`src/hdl/fclb_pkg.sv`:
```
`timescale 1ns / 1ps
`default_nettype none
// ----------------------------------------------------------------------------
// fclb_pkg: shared types and constants of the LED blink engine
// Holds the duration width, the rate table, the reset values and the opcode.
// ----------------------------------------------------------------------------
package fclb_pkg;

  localparam int unsigned DUR_W  = 22;
  localparam int unsigned MODE_W = 3;
  localparam int unsigned MASK_W = 4;

  localparam logic [DUR_W-1:0] T_HALF_S  = 22'd500000;
  localparam logic [DUR_W-1:0] T_ONE_S   = 22'd1000000;
  localparam logic [DUR_W-1:0] T_THREE_S = 22'd3000000;
  localparam logic [DUR_W-1:0] T_QUART_S = DUR_W'(1000000 / 4);
  localparam logic [DUR_W-1:0] T_EIGHT_S = DUR_W'(1000000 / 8);
  localparam logic [DUR_W-1:0] T_SIXT_S  = DUR_W'(1000000 / 16);
  localparam logic [DUR_W-1:0] T_250MS   = 22'd250000;
  localparam logic [DUR_W-1:0] T_100MS   = 22'd100000;

  typedef enum logic {
    OP_TICK   = 1'b0,
    OP_RECONF = 1'b1
  } op_t;

  typedef enum logic [MODE_W-1:0] {
    MODE_1HZ    = 3'd0,
    MODE_HALFHZ = 3'd1,
    MODE_2HZ    = 3'd2,
    MODE_4HZ    = 3'd3,
    MODE_8HZ    = 3'd4,
    MODE_QUARTHZ = 3'd5
  } mode_t;

  // Registered copy of one input item.
  typedef struct packed {
    logic                          opcode;
    logic [MASK_W-1:0]             changed_mask;
    logic [MASK_W-1:0]             colour_mask;
    logic [MASK_W-1:0][MODE_W-1:0] mode;
  } item_t;

  // Resynchronization control handed from the reference search to each LED.
  typedef struct packed {
    logic none;     // every LED is flagged
    logic ref_lit;  // lit bit of the reference LED
  } sync_t;

  function automatic logic [DUR_W-1:0] rate_on(input logic [MODE_W-1:0] mode);
    logic [DUR_W-1:0] d;
    case (mode)
      MODE_1HZ:     d = T_HALF_S;
      MODE_HALFHZ:  d = T_ONE_S;
      MODE_2HZ:     d = T_QUART_S;
      MODE_4HZ:     d = T_EIGHT_S;
      MODE_8HZ:     d = T_SIXT_S;
      MODE_QUARTHZ: d = T_ONE_S;
      default:      d = T_ONE_S;
    endcase
    return d;
  endfunction

  function automatic logic [DUR_W-1:0] rate_off(input logic [MODE_W-1:0] mode);
    logic [DUR_W-1:0] d;
    case (mode)
      MODE_1HZ:     d = T_HALF_S;
      MODE_HALFHZ:  d = T_ONE_S;
      MODE_2HZ:     d = T_QUART_S;
      MODE_4HZ:     d = T_EIGHT_S;
      MODE_8HZ:     d = T_SIXT_S;
      MODE_QUARTHZ: d = T_THREE_S;
      default:      d = T_ONE_S;
    endcase
    return d;
  endfunction

  function automatic logic [DUR_W-1:0] reset_dur(input logic [1:0] slot);
    logic [DUR_W-1:0] d;
    case (slot)
      2'd0:    d = T_ONE_S;
      2'd1:    d = T_250MS;
      2'd2:    d = T_ONE_S;
      default: d = T_100MS;
    endcase
    return d;
  endfunction

  function automatic logic reset_red(input logic [1:0] slot);
    return (slot == 2'd3);
  endfunction

endpackage

`default_nettype wire

```
`src/hdl/fclb_in_if.sv`:
```
`timescale 1ns / 1ps
`default_nettype none
// ----------------------------------------------------------------------------
// fclb_in_if: input channel of the LED blink engine
// Valid/ready channel carrying one tick or reconfigure item.
// ----------------------------------------------------------------------------
interface fclb_in_if;
  logic       valid;
  logic       ready;
  logic       opcode;
  logic [3:0] changed_mask;
  logic [3:0] colour_mask;
  logic [2:0] mode_led0;
  logic [2:0] mode_led1;
  logic [2:0] mode_led2;
  logic [2:0] mode_led3;

  modport source (
    output valid, opcode, changed_mask, colour_mask,
           mode_led0, mode_led1, mode_led2, mode_led3,
    input  ready
  );
  modport sink (
    input  valid, opcode, changed_mask, colour_mask,
           mode_led0, mode_led1, mode_led2, mode_led3,
    output ready
  );
endinterface

`default_nettype wire

```
`src/hdl/fclb_out_if.sv`:
```
`timescale 1ns / 1ps
`default_nettype none
// ----------------------------------------------------------------------------
// fclb_out_if: result channel of the LED blink engine
// Valid/ready channel carrying the lit and colour masks after each item.
// ----------------------------------------------------------------------------
interface fclb_out_if;
  logic       valid;
  logic       ready;
  logic [3:0] lit_mask;
  logic [3:0] red_mask;

  modport source (output valid, lit_mask, red_mask, input ready);
  modport sink   (input valid, lit_mask, red_mask, output ready);
endinterface

`default_nettype wire

```
`src/hdl/fclb_ref_sel.sv`:
```
`timescale 1ns / 1ps
`default_nettype none
// ----------------------------------------------------------------------------
// fclb_ref_sel: reference LED search for resynchronization
// Finds the unflagged LED with the most time left, lowest index on ties.
// ----------------------------------------------------------------------------
module fclb_ref_sel
  import fclb_pkg::*;
#(
  parameter int unsigned NUM_LEDS = 4
) (
  input  wire logic [DUR_W-1:0]    time_left [NUM_LEDS],
  input  wire logic [NUM_LEDS-1:0] cand,
  input  wire logic [NUM_LEDS-1:0] lit,
  output sync_t                    sync
);

  logic [NUM_LEDS-1:0] is_ref;

  // Every candidate is compared against every other one in parallel; the
  // winner beats all lower indexes strictly and all higher ones or ties them.
  always_comb begin
    for (int i = 0; i < NUM_LEDS; i++) begin
      is_ref[i] = cand[i];
      for (int j = 0; j < NUM_LEDS; j++) begin
        if (j < i) begin
          if (cand[j] && !(time_left[i] > time_left[j])) is_ref[i] = 1'b0;
        end else if (j > i) begin
          if (cand[j] && (time_left[i] < time_left[j])) is_ref[i] = 1'b0;
        end
      end
    end
  end

  assign sync.none    = ~|cand;
  assign sync.ref_lit = |(is_ref & lit);

endmodule

`default_nettype wire

```
`src/hdl/fclb_led.sv`:
```
`timescale 1ns / 1ps
`default_nettype none
// ----------------------------------------------------------------------------
// fclb_led: one LED channel
// Holds the durations, countdown, lit bit and colour of a single LED.
// ----------------------------------------------------------------------------
module fclb_led
  import fclb_pkg::*;
#(
  parameter int unsigned IDX = 0
) (
  input  wire logic              clk,
  input  wire logic              rst_n,
  input  wire logic              en,
  input  wire logic              opcode,
  input  wire logic [MODE_W-1:0] mode,
  input  wire logic              colour,
  input  wire logic              flagged,
  input  wire sync_t             sync,
  output logic [DUR_W-1:0]       time_left,
  output logic                   lit,
  output logic                   lit_nxt,
  output logic                   red_nxt
);

  localparam logic [1:0] SLOT = 2'(IDX % 4);

  logic [DUR_W-1:0] on_r, on_nxt;
  logic [DUR_W-1:0] off_r, off_nxt;
  logic [DUR_W-1:0] tl_r, tl_nxt;
  logic             lit_r;
  logic             red_r;
  logic [DUR_W-1:0] new_on, new_off;

  assign new_on  = rate_on(mode);
  assign new_off = rate_off(mode);

  always_comb begin
    on_nxt  = on_r;
    off_nxt = off_r;
    tl_nxt  = tl_r;
    lit_nxt = lit_r;
    red_nxt = red_r;
    if (opcode == OP_RECONF) begin
      on_nxt  = new_on;
      off_nxt = new_off;
      red_nxt = colour;
      if (sync.none) begin
        lit_nxt = 1'b0;
        tl_nxt  = new_off;
      end else if (flagged) begin
        lit_nxt = sync.ref_lit;
        tl_nxt  = sync.ref_lit ? new_on : new_off;
      end
    end else begin
      // A count of one or zero both expire, so the counter never wraps.
      if (tl_r <= DUR_W'(1)) begin
        lit_nxt = ~lit_r;
        tl_nxt  = lit_r ? off_r : on_r;
      end else begin
        tl_nxt = tl_r - DUR_W'(1);
      end
    end
  end

  always_ff @(posedge clk) begin
    if (!rst_n) begin
      on_r  <= reset_dur(SLOT);
      off_r <= reset_dur(SLOT);
      tl_r  <= reset_dur(SLOT);
      lit_r <= 1'b0;
      red_r <= reset_red(SLOT);
    end else if (en) begin
      on_r  <= on_nxt;
      off_r <= off_nxt;
      tl_r  <= tl_nxt;
      lit_r <= lit_nxt;
      red_r <= red_nxt;
    end
  end

  assign time_left = tl_r;
  assign lit       = lit_r;

endmodule

`default_nettype wire

```
`src/hdl/four_channel_led_blink_engine_core.sv`:
```
`timescale 1ns / 1ps
`default_nettype none
// ----------------------------------------------------------------------------
// four_channel_led_blink_engine_core: multi-channel LED blink controller
// Counts down per-LED on/off times on ticks and resynchronizes on reconfigure.
// ----------------------------------------------------------------------------
// The block takes one item per clock cycle, back to back, while the result
// side takes its results; each item passes the input register and then the
// result register. The whole update of all LED counters, the reference
// search and the resynchronization happen in one pass between those two
// registers, so the state of item n is ready in time for item n+1. The
// result register lets a new item enter while the previous result waits.
// ----------------------------------------------------------------------------
module four_channel_led_blink_engine_core
  import fclb_pkg::*;
#(
  parameter int unsigned NUM_LEDS = 4
) (
  input  wire logic  clk,
  input  wire logic  rst_n,
  fclb_in_if.sink    in_ch,
  fclb_out_if.source out_ch
);

  localparam int unsigned OUT_LEDS = (NUM_LEDS < MASK_W) ? NUM_LEDS : MASK_W;

  item_t             item_r;
  logic              s1_v_r;
  logic              out_v_r;
  logic [MASK_W-1:0] lit_mask_r, lit_mask_nxt;
  logic [MASK_W-1:0] red_mask_r, red_mask_nxt;
  logic              in_fire;
  logic              s1_move;

  logic [DUR_W-1:0]    time_left [NUM_LEDS];
  logic [NUM_LEDS-1:0] lit_vec;
  logic [NUM_LEDS-1:0] lit_nxt_vec;
  logic [NUM_LEDS-1:0] red_nxt_vec;
  logic [NUM_LEDS-1:0] flag_vec;
  sync_t               sync;

  assign s1_move     = s1_v_r && (!out_v_r || out_ch.ready);
  assign in_ch.ready = !s1_v_r || s1_move;
  assign in_fire     = in_ch.valid && in_ch.ready;

  always_ff @(posedge clk) begin
    if (!rst_n) begin
      s1_v_r  <= 1'b0;
      out_v_r <= 1'b0;
    end else begin
      if (in_ch.ready) s1_v_r <= in_ch.valid;
      if (s1_move) out_v_r <= 1'b1;
      else if (out_ch.ready) out_v_r <= 1'b0;
    end
  end

  always_ff @(posedge clk) begin
    if (in_fire) begin
      item_r.opcode       <= in_ch.opcode;
      item_r.changed_mask <= in_ch.changed_mask;
      item_r.colour_mask  <= in_ch.colour_mask;
      item_r.mode[0]      <= in_ch.mode_led0;
      item_r.mode[1]      <= in_ch.mode_led1;
      item_r.mode[2]      <= in_ch.mode_led2;
      item_r.mode[3]      <= in_ch.mode_led3;
    end
    if (s1_move) begin
      lit_mask_r <= lit_mask_nxt;
      red_mask_r <= red_mask_nxt;
    end
  end

  for (genvar g = 0; g < NUM_LEDS; g++) begin : g_led
    logic colour;
    // LEDs past the fourth are never flagged and are set green on every reconfigure.
    if (g < MASK_W) begin : g_low
      assign flag_vec[g] = item_r.changed_mask[g];
      assign colour      = item_r.colour_mask[g];
    end else begin : g_high
      assign flag_vec[g] = 1'b0;
      assign colour      = 1'b0;
    end

    fclb_led #(
      .IDX (g)
    ) u_led (
      .clk       (clk),
      .rst_n     (rst_n),
      .en        (s1_move),
      .opcode    (item_r.opcode),
      .mode      (item_r.mode[g % 4]),
      .colour    (colour),
      .flagged   (flag_vec[g]),
      .sync      (sync),
      .time_left (time_left[g]),
      .lit       (lit_vec[g]),
      .lit_nxt   (lit_nxt_vec[g]),
      .red_nxt   (red_nxt_vec[g])
    );
  end

  fclb_ref_sel #(
    .NUM_LEDS (NUM_LEDS)
  ) u_ref_sel (
    .time_left (time_left),
    .cand      (~flag_vec),
    .lit       (lit_vec),
    .sync      (sync)
  );

  always_comb begin
    lit_mask_nxt = '0;
    red_mask_nxt = '0;
    for (int i = 0; i < OUT_LEDS; i++) begin
      lit_mask_nxt[i] = lit_nxt_vec[i];
      red_mask_nxt[i] = red_nxt_vec[i];
    end
  end

  assign out_ch.valid    = out_v_r;
  assign out_ch.lit_mask = lit_mask_r;
  assign out_ch.red_mask = red_mask_r;

`ifndef ASSERT_OFF
  a_in_to_stage: assert property (@(posedge clk) disable iff (!rst_n)
    in_fire |=> s1_v_r)
    else $error("accepted item did not reach the input register");

  a_stage_to_out: assert property (@(posedge clk) disable iff (!rst_n)
    s1_move |=> out_ch.valid)
    else $error("advanced item did not produce a result");

  a_state_hold: assert property (@(posedge clk) disable iff (!rst_n)
    !s1_move |=> $stable(lit_vec))
    else $error("LED state changed without an item");

  a_all_flagged_off: assert property (@(posedge clk) disable iff (!rst_n)
    (s1_move && item_r.opcode == OP_RECONF && sync.none) |=> (lit_vec == '0))
    else $error("all-flagged reconfigure left an LED lit");
`endif

endmodule

`default_nettype wire

```
`src/flat_wrapper.sv`:
```
// flat-port wrapper written by rule: the top's interface ports become plain ports
module four_channel_led_blink_engine_core_flat import fclb_pkg::*;
#(
  parameter int unsigned NUM_LEDS = 4
)
  (clk, rst_n, in_ch_valid, in_ch_opcode, in_ch_changed_mask, in_ch_colour_mask, in_ch_mode_led0, in_ch_mode_led1, in_ch_mode_led2, in_ch_mode_led3, in_ch_ready, out_ch_valid, out_ch_lit_mask, out_ch_red_mask, out_ch_ready);
  fclb_in_if in_ch_i ();
  fclb_out_if out_ch_i ();
  input  wire logic clk;
  input  wire logic rst_n;
  input wire logic [$bits(in_ch_i.valid)-1:0] in_ch_valid;
  input wire logic [$bits(in_ch_i.opcode)-1:0] in_ch_opcode;
  input wire logic [$bits(in_ch_i.changed_mask)-1:0] in_ch_changed_mask;
  input wire logic [$bits(in_ch_i.colour_mask)-1:0] in_ch_colour_mask;
  input wire logic [$bits(in_ch_i.mode_led0)-1:0] in_ch_mode_led0;
  input wire logic [$bits(in_ch_i.mode_led1)-1:0] in_ch_mode_led1;
  input wire logic [$bits(in_ch_i.mode_led2)-1:0] in_ch_mode_led2;
  input wire logic [$bits(in_ch_i.mode_led3)-1:0] in_ch_mode_led3;
  output wire logic [$bits(in_ch_i.ready)-1:0] in_ch_ready;
  output wire logic [$bits(out_ch_i.valid)-1:0] out_ch_valid;
  output wire logic [$bits(out_ch_i.lit_mask)-1:0] out_ch_lit_mask;
  output wire logic [$bits(out_ch_i.red_mask)-1:0] out_ch_red_mask;
  input wire logic [$bits(out_ch_i.ready)-1:0] out_ch_ready;
  assign in_ch_i.valid = in_ch_valid;
  assign in_ch_i.opcode = in_ch_opcode;
  assign in_ch_i.changed_mask = in_ch_changed_mask;
  assign in_ch_i.colour_mask = in_ch_colour_mask;
  assign in_ch_i.mode_led0 = in_ch_mode_led0;
  assign in_ch_i.mode_led1 = in_ch_mode_led1;
  assign in_ch_i.mode_led2 = in_ch_mode_led2;
  assign in_ch_i.mode_led3 = in_ch_mode_led3;
  assign in_ch_ready = in_ch_i.ready;
  assign out_ch_valid = out_ch_i.valid;
  assign out_ch_lit_mask = out_ch_i.lit_mask;
  assign out_ch_red_mask = out_ch_i.red_mask;
  assign out_ch_i.ready = out_ch_ready;
  four_channel_led_blink_engine_core #(.NUM_LEDS(NUM_LEDS)) u_core (.clk(clk), .rst_n(rst_n), .in_ch(in_ch_i), .out_ch(out_ch_i));
endmodule
```
`config.mk`:
```
export PLATFORM = sky130hd
export DESIGN_NAME = four_channel_led_blink_engine_core_flat
export DESIGN_NICKNAME = d
export VERILOG_FILES = /design/src/hdl/fclb_pkg.sv /design/src/hdl/fclb_in_if.sv /design/src/hdl/fclb_out_if.sv /design/src/hdl/fclb_ref_sel.sv /design/src/hdl/fclb_led.sv /design/src/hdl/four_channel_led_blink_engine_core.sv /design/src/flat_wrapper.sv
export SDC_FILE = /design/constraint.sdc
export NUM_CORES = 1
export LEC_CHECK = 0
export ABC_AREA = 1
export BUFFER_PORTS_ARGS = -buffer_cell sky130_fd_sc_hd__buf_4
export CAP_MARGIN = 30
export CORE_ASPECT_RATIO = 0.6
export CORE_MARGIN = 1.5
export CORE_UTILIZATION = 42
export CTS_CLUSTER_DIAMETER = 60
export DETAILED_ROUTE_END_ITERATION = 7
export SLEW_MARGIN = 25
export SYNTH_ARGS = -nofsm -noshare
export SYNTH_HDL_FRONTEND = slang
export SYNTH_SLANG_ARGS = --single-unit
```
`constraint.sdc`:
```
create_clock -name clk -period 4 [get_ports clk]
set_input_delay 0.8 -clock clk [delete_from_list [all_inputs] [get_ports clk]]
set_output_delay 0.8 -clock clk [all_outputs]
set_load 0.02 [all_outputs]
```
# After elaboration in Yosys (flattened, before gate mapping)
# Index checks and enable logic that the tools add are counted.
# op_classes
addsub	4
multipliers	0
div	0
order_cmp	16
eq_ne	20
shifts	0
muxes	66
n_bitwise	6
reduce_logical	36
# ops
cell	n
two-way mux 22 bit	24
one-hot mux 22 bit (5 select lines)	4
one-hot mux 20 bit (4 select lines)	4
greater-than comparator 22 bit	6
< comparator 22 bit	6
less-or-equal comparator 22 x 1 -> 1 bit, second input constant	4
subtractor 22 x 1 -> 22 bit, second input constant	4
two-way mux 1 bit	34
equality test 3 x 2 -> 1 bit, second input constant	8
equality test 3 bit, second input constant	8
logical AND 1 bit	14
zero test 3 bit	4
!= test 3 bit, second input constant	4
AND reduction 2 bit	5
zero test 1 bit	8
OR reduction 4 bit	2
bitwise AND 4 bit	1
inverter 1 bit	4
inverter 4 bit	1
logical OR 1 bit	2
nonzero test 2 bit	1
# word_totals
register_bits	303
latch_bits	0
ram_bits	0
mem_bits_ro	0
input_bits	25
output_inout_bits	10
wordCells	179
memories	0

# Depth between registers and ports, before layout
# Gate-level depths: netlist of run 1.
# depth
ltp_word	12
depth_mapped	22
ltp_nobuf	22

# By module
# From an unflattened synthesis of run 1, not the netlist that was laid out.
# hier_totals
hier_cells	2749
hier_area_um2	18031.0
# modules_own_cells
module	instances	cells_per_inst	area_each_um2	seq_area_each_um2
fclb_led at u_core.g_led[0].u_led ...	2	520	3318.2	1041.0
fclb_ref_sel	1	609	3711.1	0.0
fclb_led at u_core.g_led[3].u_led	1	527	3413.3	1101.1
fclb_led at u_core.g_led[1].u_led	1	527	3289.4	1041.0
four_channel_led_blink_engine_core	1	46	980.9	910.9

# Worst setup path before layout of run 1
# OpenSTA, ideal clock, no wires.
# synth_path
path_type	register to register
from	register u_core.g_led[1].u_led.tl_r[20]
to	register u_core.lit_mask_r[3], in the netlist u_core.out_ch.lit_mask[3] (data pin)
setup_time_ps	257
arrival_ps	2080
required_time_ps	3743
path_slack_ps	1663
path_stages_with_launch	18
n_path_buf	0
synth_period_minus_slack_ps	2337
path_cell_list	dfxtp_1 inv_1 ha_1 nand2_1 nor2_1 nand2_1 nor2_1 nand2_1 nand3_1 nand3_1 nand2_1 nor2_1 nor2_1 nand2_2 inv_1 nand2_1 nand3_1 nand2_1
# synth_via
elab_chain_cells	11
word_cells_on_any_way	30
classes_between	6 x order compare; 13 x mux; 1 x bitwise; 10 x reduce/logical
# synth_rtl
item	line	source
from (decl)	fclb_led.sv:30	logic [DUR_W-1:0] tl_r, tl_nxt;
from (signal assigned)	fclb_led.sv:70	tl_r <= reset_dur(SLOT);
from (signal assigned)	fclb_led.sv:76	tl_r <= tl_nxt;
greater-than comparator 22 bit	fclb_ref_sel.sv:27	if (cand[j] && !(time_left[i] > time_left[j])) is_ref[i] = 1'b0;
zero test 1 bit	fclb_ref_sel.sv:27	
logical AND 1 bit	fclb_ref_sel.sv:27	
two-way mux 1 bit	fclb_ref_sel.sv:27	
two-way mux 1 bit (2 in series)	fclb_ref_sel.sv:29	if (cand[j] && (time_left[i] < time_left[j])) is_ref[i] = 1'b0;
bitwise AND 4 bit *	fclb_ref_sel.sv:36	assign sync.ref_lit = |(is_ref & lit);
OR reduction 4 bit *	fclb_ref_sel.sv:36	
two-way mux 1 bit *	fclb_led.sv:51	end else if (flagged) begin
two-way mux 1 bit *	fclb_led.sv:48	if (sync.none) begin
two-way mux 1 bit *	fclb_led.sv:44	if (opcode == OP_RECONF) begin
named net u_core.g_led[3].u_led.lit_nxt	fclb_led.sv:22	output logic lit_nxt,
to (signal assigned)	four_channel_led_blink_engine_core.sv:68	lit_mask_r <= lit_mask_nxt;
to (decl)	four_channel_led_blink_engine_core.sv:30	logic [MASK_W-1:0] lit_mask_r, lit_mask_nxt;
# Mark *: on every way through the listed nets, which the timed path passes. The rest lies on a longest branch.
# A chain may end at the register's enable or synchronous reset.

# Final worst setup path of run 1
# layout_path
from	register u_core.g_led[2].u_led.tl_r[9]
to	register u_core.g_led[1].u_led.tl_r[7]
# layout_via
elab_chain_cells	12
word_cells_on_any_way	29
classes_between	6 x order compare; 12 x mux; 1 x bitwise; 10 x reduce/logical
# layout_rtl
item	line	source
from (decl)	fclb_led.sv:30	
from (signal assigned)	fclb_led.sv:70	
from (signal assigned)	fclb_led.sv:76	
greater-than comparator 22 bit	fclb_ref_sel.sv:27	
zero test 1 bit	fclb_ref_sel.sv:27	
logical AND 1 bit	fclb_ref_sel.sv:27	
two-way mux 1 bit (2 in series)	fclb_ref_sel.sv:27	
two-way mux 1 bit	fclb_ref_sel.sv:29	
bitwise AND 4 bit *	fclb_ref_sel.sv:36	
OR reduction 4 bit *	fclb_ref_sel.sv:36	
two-way mux 22 bit *	fclb_led.sv:53	tl_nxt = sync.ref_lit ? new_on : new_off;
two-way mux 22 bit *	fclb_led.sv:51	
two-way mux 22 bit *	fclb_led.sv:48	
two-way mux 22 bit *	fclb_led.sv:44	
# Mark *: on every way between the ends. The rest lies on a longest branch, timed or not. The select of a mux whose other input is x is not followed.

==> results of run 1 <==
## path summary, 6_finish.rpt
| check | from | to | slack (ns) | depth (start not counted) |
|---|---|---|---|---|
| hold reg to reg | u_core.g_led[3].u_led.off_r[14]$_SDFFE_PN0P_ | u_core.g_led[3].u_led.off_r[14]$_SDFFE_PN0P_ | 0.44 | 2 |
| setup reg to reg | u_core.g_led[2].u_led.time_left[9]$_SDFFE_PN1P_ | u_core.g_led[1].u_led.time_left[7]$_SDFFE_PN1P_ | 0.59 | 18 |
| setup / recovery | u_core.g_led[2].u_led.time_left[9]$_SDFFE_PN1P_ | u_core.g_led[1].u_led.time_left[7]$_SDFFE_PN1P_ | 0.59 | 18 |
| hold / removal | in_ch_mode_led2[0] | u_core.item_r[6]$_DFFE_PP_ | 0.42 | 1 |
## per-layer routing
| layer | share of wire [%] | global-route usage [%] | up-vias |
|---|---|---|---|
| li1 | - | - | 7642 |
| met1 | 48 | 48.77 | 7544 |
| met2 | 37 | 41.12 | 835 |
| met3 | 12 | 8.736 | 95 |
| met4 | 2.5 | 7.271 | 0 |
| met5 | 0 | 0 | - |
## placed cells by master, fill, tap and decap left out, types with 34 or more instances in the layout
cell,count
a21oi_1,209
buf_4,56
dfxtp_1,213
ha_1,139
inv_1,249
nand2_1,559
nand3_1,101
nor2_1,227
o21ai_0,144
xor2_1,34
## power by group
part | switching (mW) | internal (mW)
combinational | 0.890 | 0.449
clock | 1.11 | 1.62
sequential | 0.217 | 2.59
total | 2.22 | 4.66
## state kept, by name (all words and copies together) (netlist names)
register and count:
u_core.g_led.u_led.time_left 88, u_core.g_led.u_led.on_r 59, u_core.g_led.u_led.off_r 56, u_core.item_r 13
u_core.flag_vec 4, u_core.g_led.colour 4, u_core.g_led.u_led.lit 4, u_core.g_led.u_led.red_r 4
u_core.out_ch.lit_mask 4, u_core.out_ch.red_mask 4, u_core.out_ch.valid 1, u_core.s1_v_r 1
## stage by stage
step	util (%)	cells	hold WS, ns	setup slack [ns]
floorplan	-	2276	0.4228	1.663
global placement	45.33	2766	0.4341	0.7113
detailed placement	45.33	2766	0.4377	0.7124
CTS	47.89	2814	0.3954	0.6718
global route	47.93	2815	0.4038	0.3257
finish	47.93	2815	0.4174	0.5875
## logic make-up (layout without fill, tap and decap cells)
logic type                 count (synthesis)  after routing
and+or+nand+nor                          989            989
AOI/OAI and AO/OA                        513            513
buffers and inverters                    340            375
DFF                                      242            242
adders and majority gates                139            139
xor gates and xnor gates                  41             41
muxes                                     12             12
## final cells by class
class / instances / share of cell area, %
timing repair buffer: 60 / 2.818
sequential: 242 / 29.20
clock inverter: 14 / 1.174
tap: 504 / 3.586
inverter: 267 / 5.721
multi-input combinational: 1694 / 53.33
clock buffer: 34 / 4.163
==> flow_metrics.tcl, run 1 <==
set metrics [dict create \
    synth_xor_area_share_pct 2.273 \
    synth-seq-cells 242 \
    cts_root_buf "clkbuf_16" \
    cts_buffers 26 \
    grt_usage_pct 31.25 \
    antennaDiodeCount 0 \
    via_count 16116 \
    grt_pass1_wl_mm 91.83 \
    wire_per_inst_um 21.64 \
    start_util_pct 43.07 \
    setup_tns_ns 0 \
    synth_compound_area_share_pct 18.76 \
    die_y_um 153.2 \
    synth_edf_count 29 \
    finalCritPeriodShare_pct 85.31 \
    cts_setup_buffers 0 \
    clk_path_buf_depth 3 \
    num-fill-cells 3702 \
    ys_seq_area_share_pct 32.50 \
    maxCapViolations 0 \
    drive_gt1_share_pct 7.183 \
    fin_area_mm2 0.01758 \
    core-area_mm2 0.03669 \
    status "finished clean" \
    synth.most_common_cell "nand2_1" \
    relSlewSlack_pct 35.31 \
    clkLatencyLatePin_ns 0.56 \
    maxSlewViolCount 0 \
    synth_area_leader_cell "dfxtp_1" \
    yosys-top-cells-area "dfxtp_1 (27%), nand2_1 (13%), ha_1 (11%), a21oi_1 (6.6%), inv_1 (6.0%)" \
    vdd_ir_drop_max_mv 0.3010 \
    fin_total_pwr_mw 6.872 \
    firstDrtPassIters 6 \
    synth_top_family_by_area "simple AND/OR/NAND/NOR gates" \
    syn_inst 2276 \
    powerDensity_mw_per_mm2 390.8 \
    route.detailed.drc 0 \
    cp.required_ns 4.51 \
    critPathMostFrequentCell "nand2_1" \
    grt_pass1_vias 14664 \
    final_nets 2455 \
    timing.critical_path.buf_inv 1 \
    multiInputGateArea_mm2 0.009378 \
    dp_hpwl_mm 45.24 \
    synthMuxAreaShare_pct 0.7602 \
    synth_top_area_share_pct 26.99 \
    initialDrtViolationCount 1916 \
    grt_max_degree 69 \
    cts_resized 0 \
    die_width_um 253.4 \
    rsz0062_at_grt "no" \
    die_area_mm2 0.03883 \
    slowest_delay_ns 0.63 \
    std_cell_rows 54 \
    p_leak_nw 7.911 \
    min_path_type "input pin to register" \
    clock.fmax_ghz 0.2930 \
    syn_area_per_cell_um2 6.943 \
    path_max_fanout 8 \
    end_kind "register" \
    cts_tree "yes" \
    cp-start-kind "register" \
    placed_area_mm2 0.01663 \
    place.gp.congestion 1.014 \
    syn-num-nets 2440 \
    regArea_mm2 0.005135 \
    portBuffers 34 \
    ys_warn_count 0 \
    setup_violations 0 \
    io_pins 35 \
    async_reset_ff_share_pct 0 \
    synth_adder_area_share_pct 11.01 \
    skew_ns 0.01122 \
    antenna_found_initial 3 \
    final_hold_viol_count 0 \
    routed_wl_mm 60.91 \
    areaGrowthSynthToFinish_pct 11.28 \
    tightest_slew_ns 0.9603 \
    postRouteAntennaNets 0 \
    ys_top_cells_by_count "nand2_1 (559), inv_1 (251), nor2_1 (228)" \
    clk_pin_slew_ns 0.07 \
    path_cells "inv_1 -> ha_1 -> nand2_1 -> nor2_1 -> nand2_1 -> nor2_1 -> nand2_1 -> nand3_1 -> nand3_1 -> nand2_1 -> nor2_1 -> nor2_1 -> nand2_2 -> nor2_4 -> nand2_1 -> nand3_1 -> nand2_1 -> nand2_1" \
    crit_slowest_cell "dfxtp_1" \
    crit_arrival_ns 3.92 \
    holdBufCountCts 0 \
    synthFlopType "dfxtp_1" \
    vias_per_cell 5.725 \
    post-route-min-period_ns 3.413 \
    yosys.area_share.simple_pct 26.50 \
    syn_area_mm2 0.01580 \
    htree_levels 1 \
    cts_sinks 242 \
    ys_types 66 \
    critPathKind "register to register" \
    grt-ovfl-total 0 \
    crit_family "simple AND/OR/NAND/NOR gates" \
]
No activity file was read; power rests on OpenSTA's default activity.
==> run 2, diff against run 1 <==
==> constraint.sdc (replaced) <==
create_clock -name clk -period 3.5 [get_ports clk]
set_input_delay 0.7 -clock clk [delete_from_list [all_inputs] [get_ports clk]]
set_output_delay 0.7 -clock clk [all_outputs]
set_load 0.02 [all_outputs]
==> flow_metrics.tcl, run 2 (same netlist as run 1, synthesis figures left out) <==
set metrics [dict create \
    clk_pin_slew_ns 0.07 \
    post-route-min-period_ns 3.228 \
    vias_per_cell 5.692 \
    power_switching_share_pct 33.27 \
    routed_wl_mm 60.54 \
    num-fill-cells 3728 \
    grt-ovfl-total 0 \
    tightest_slew_ns 0.7674 \
    status "finished clean" \
    largest_reg_flops 88 \
    holdCritStartpoint "in_ch_mode_led2[0]" \
    firstDrtPassIters 6 \
    dp_hpwl_mm 45.43 \
    skew_ns 0.01641 \
    cts_root_buf "clkbuf_16" \
    regArea_mm2 0.005136 \
    final_hold_viol_count 0 \
    placed_area_mm2 0.01675 \
    io_pins 35 \
    die_width_um 253.4 \
    path_max_fanout 8 \
    critPathKind "register to register" \
    min_path_type "input pin to register" \
    multiInputGateArea_mm2 0.009378 \
    cts_buffers 26 \
    pwr-share-comb_pct 20.6 \
    start_util_pct 43.07 \
    grt_pass1_vias 14578 \
    wire_per_inst_um 21.34 \
    areaGrowthSynthToFinish_pct 11.84 \
    p_int_mw 5.119 \
    p_leak_nw 7.971 \
    clkLatencyLatePin_ns 0.57 \
    via_count 16148 \
    initialDrtViolationCount 2021 \
    p_clk_share_pct 37.9 \
    fin_total_pwr_mw 7.671 \
    final_common_cell "nand2_1" \
    setup_tns_ns 0 \
    finalCritPeriodShare_pct 92.22 \
    maxCapViolations 0 \
    std_cell_rows 54 \
    cp.required_ns 3.97 \
    cts_sinks 242 \
    final_nets 2476 \
    utilization_pct 48.17 \
    cp-start-kind "register" \
    powerDensity_mw_per_mm2 434.1 \
    end_kind "register" \
    vdd_ir_drop_max_mv 0.3244 \
    clock.fmax_ghz 0.3098 \
    grt_pass1_wl_mm 90.73 \
    critPathLaunch "u_core.g_led[3].u_led.time_left[13]$_SDFFE_PN0P_" \
    seqPwrFrac_pct 41.5 \
    clk_path_buf_depth 3 \
    route.detailed.drc 0 \
    setup_violations 0 \
    crit_arrival_ns 3.70 \
    cts_tree "yes" \
    core-area_mm2 0.03669 \
    drive_gt1_share_pct 8.148 \
    rsz0062_at_grt "no" \
    maxSlewViolCount 0 \
    holdBufCountCts 0 \
    die_y_um 153.2 \
    htree_levels 1 \
    p_sw_mw 2.552 \
    grt_max_degree 98 \
    fin_area_mm2 0.01767 \
    layout_common_cells "nand2_1 (559), inv_1 (249), nor2_1 (227)" \
    place.gp.congestion 0.9981 \
    die_area_mm2 0.03883 \
    portBuffers 34 \
    r2r_start "u_core.g_led[3].u_led.time_left[13]$_SDFFE_PN0P_" \
    grt_usage_pct 30.83 \
    relSlewSlack_pct 48.84 \
    postRouteAntennaNets 0 \
    antenna_found_initial 2 \
]
-- run 2: changes by cell type in the layout (fill, tap and decap cells not counted), sizes merged --
cell | previous run | this run
buf | 60 | 81
bufinv | 5 | 2
clkbuf | 34 | 31
clkinv | 13 | 15
clkinvlp | 0 | 4
diode | 0 | 1
-- run 2: timing repair --
action | 4_1_cts | 5_1_grt
setup endpoints to repair | 0 | 9
buffers inserted | 0 | 1
resized for setup | 0 | 1
-- run 2: cell type report --
cell class,count,share of cell area (%)
diodes,1,0.01416
clock buffers,31,4.078
clock inverters,17,0.8921
inverters,267,5.692
multi-input cells,1694,53.07
flip-flops and latches,242,29.06
well taps,504,3.568
repair buffers,81,3.625
-- run 2: stage by stage --
stage                     worst slack [ns]  hold slack [ns]  instances
after CTS                           0.3077           0.2898       2834
after detailed placement            0.3390           0.4427       2786
after floorplan                      1.163           0.4228       2276
after global routing               0.08489           0.2939       2836
after global placement              0.4158           0.4314       2786
final                               0.2724           0.3116       2837
-- run 2: power groups by stage --
stage                     logic, mW  clock network [mW]  registers, mW
after global routing           1.76                3.07           3.18
after global placement         1.51                   0           3.23
after floorplan                1.05                   0           3.13
final                          1.58                2.91           3.18
after CTS                      1.53                2.95           3.16
after detailed placement       1.52                   0           3.23
-- run 2: metal layers --
metal	up-vias	routed length (um)	track usage, %
met5	-	0	0
met4	0	1385	6.815
met3	85	8672	10.80
met2	944	22420	39.78
met1	7434	28060	47.54
li1	7685	-	-
-- run 2: final timing paths --
check                                                    endpoint  slack, ns  cells past startpoint
setup / recovery  u_core.g_led[2].u_led.time_left[7]$_SDFFE_PN0P_       0.27                     16
hold / removal                         u_core.item_r[6]$_DFFE_PP_       0.31                      1
setup reg to reg  u_core.g_led[2].u_led.time_left[7]$_SDFFE_PN0P_       0.27                     16
hold reg to reg      u_core.g_led[3].u_led.off_r[14]$_SDFFE_PN0P_       0.45                      2
-- run 2: critical path, cell delays in order, from the launching register on --
cell,delay [ns]
dfxtp_1,0.76
ha_1,0.27
nand2_1,0.07
nor2_1,0.21
nand2_1,0.16
nor2_1,0.19
nand2_1,0.07
nand3_1,0.11
nand3_1,0.09
nand2_1,0.07
nor2_1,0.04
nor2_1,0.16
nand2_2,0.27
nor2_4,0.20
buf_12,0.15
nand2_1,0.08
a31oi_1,0.23
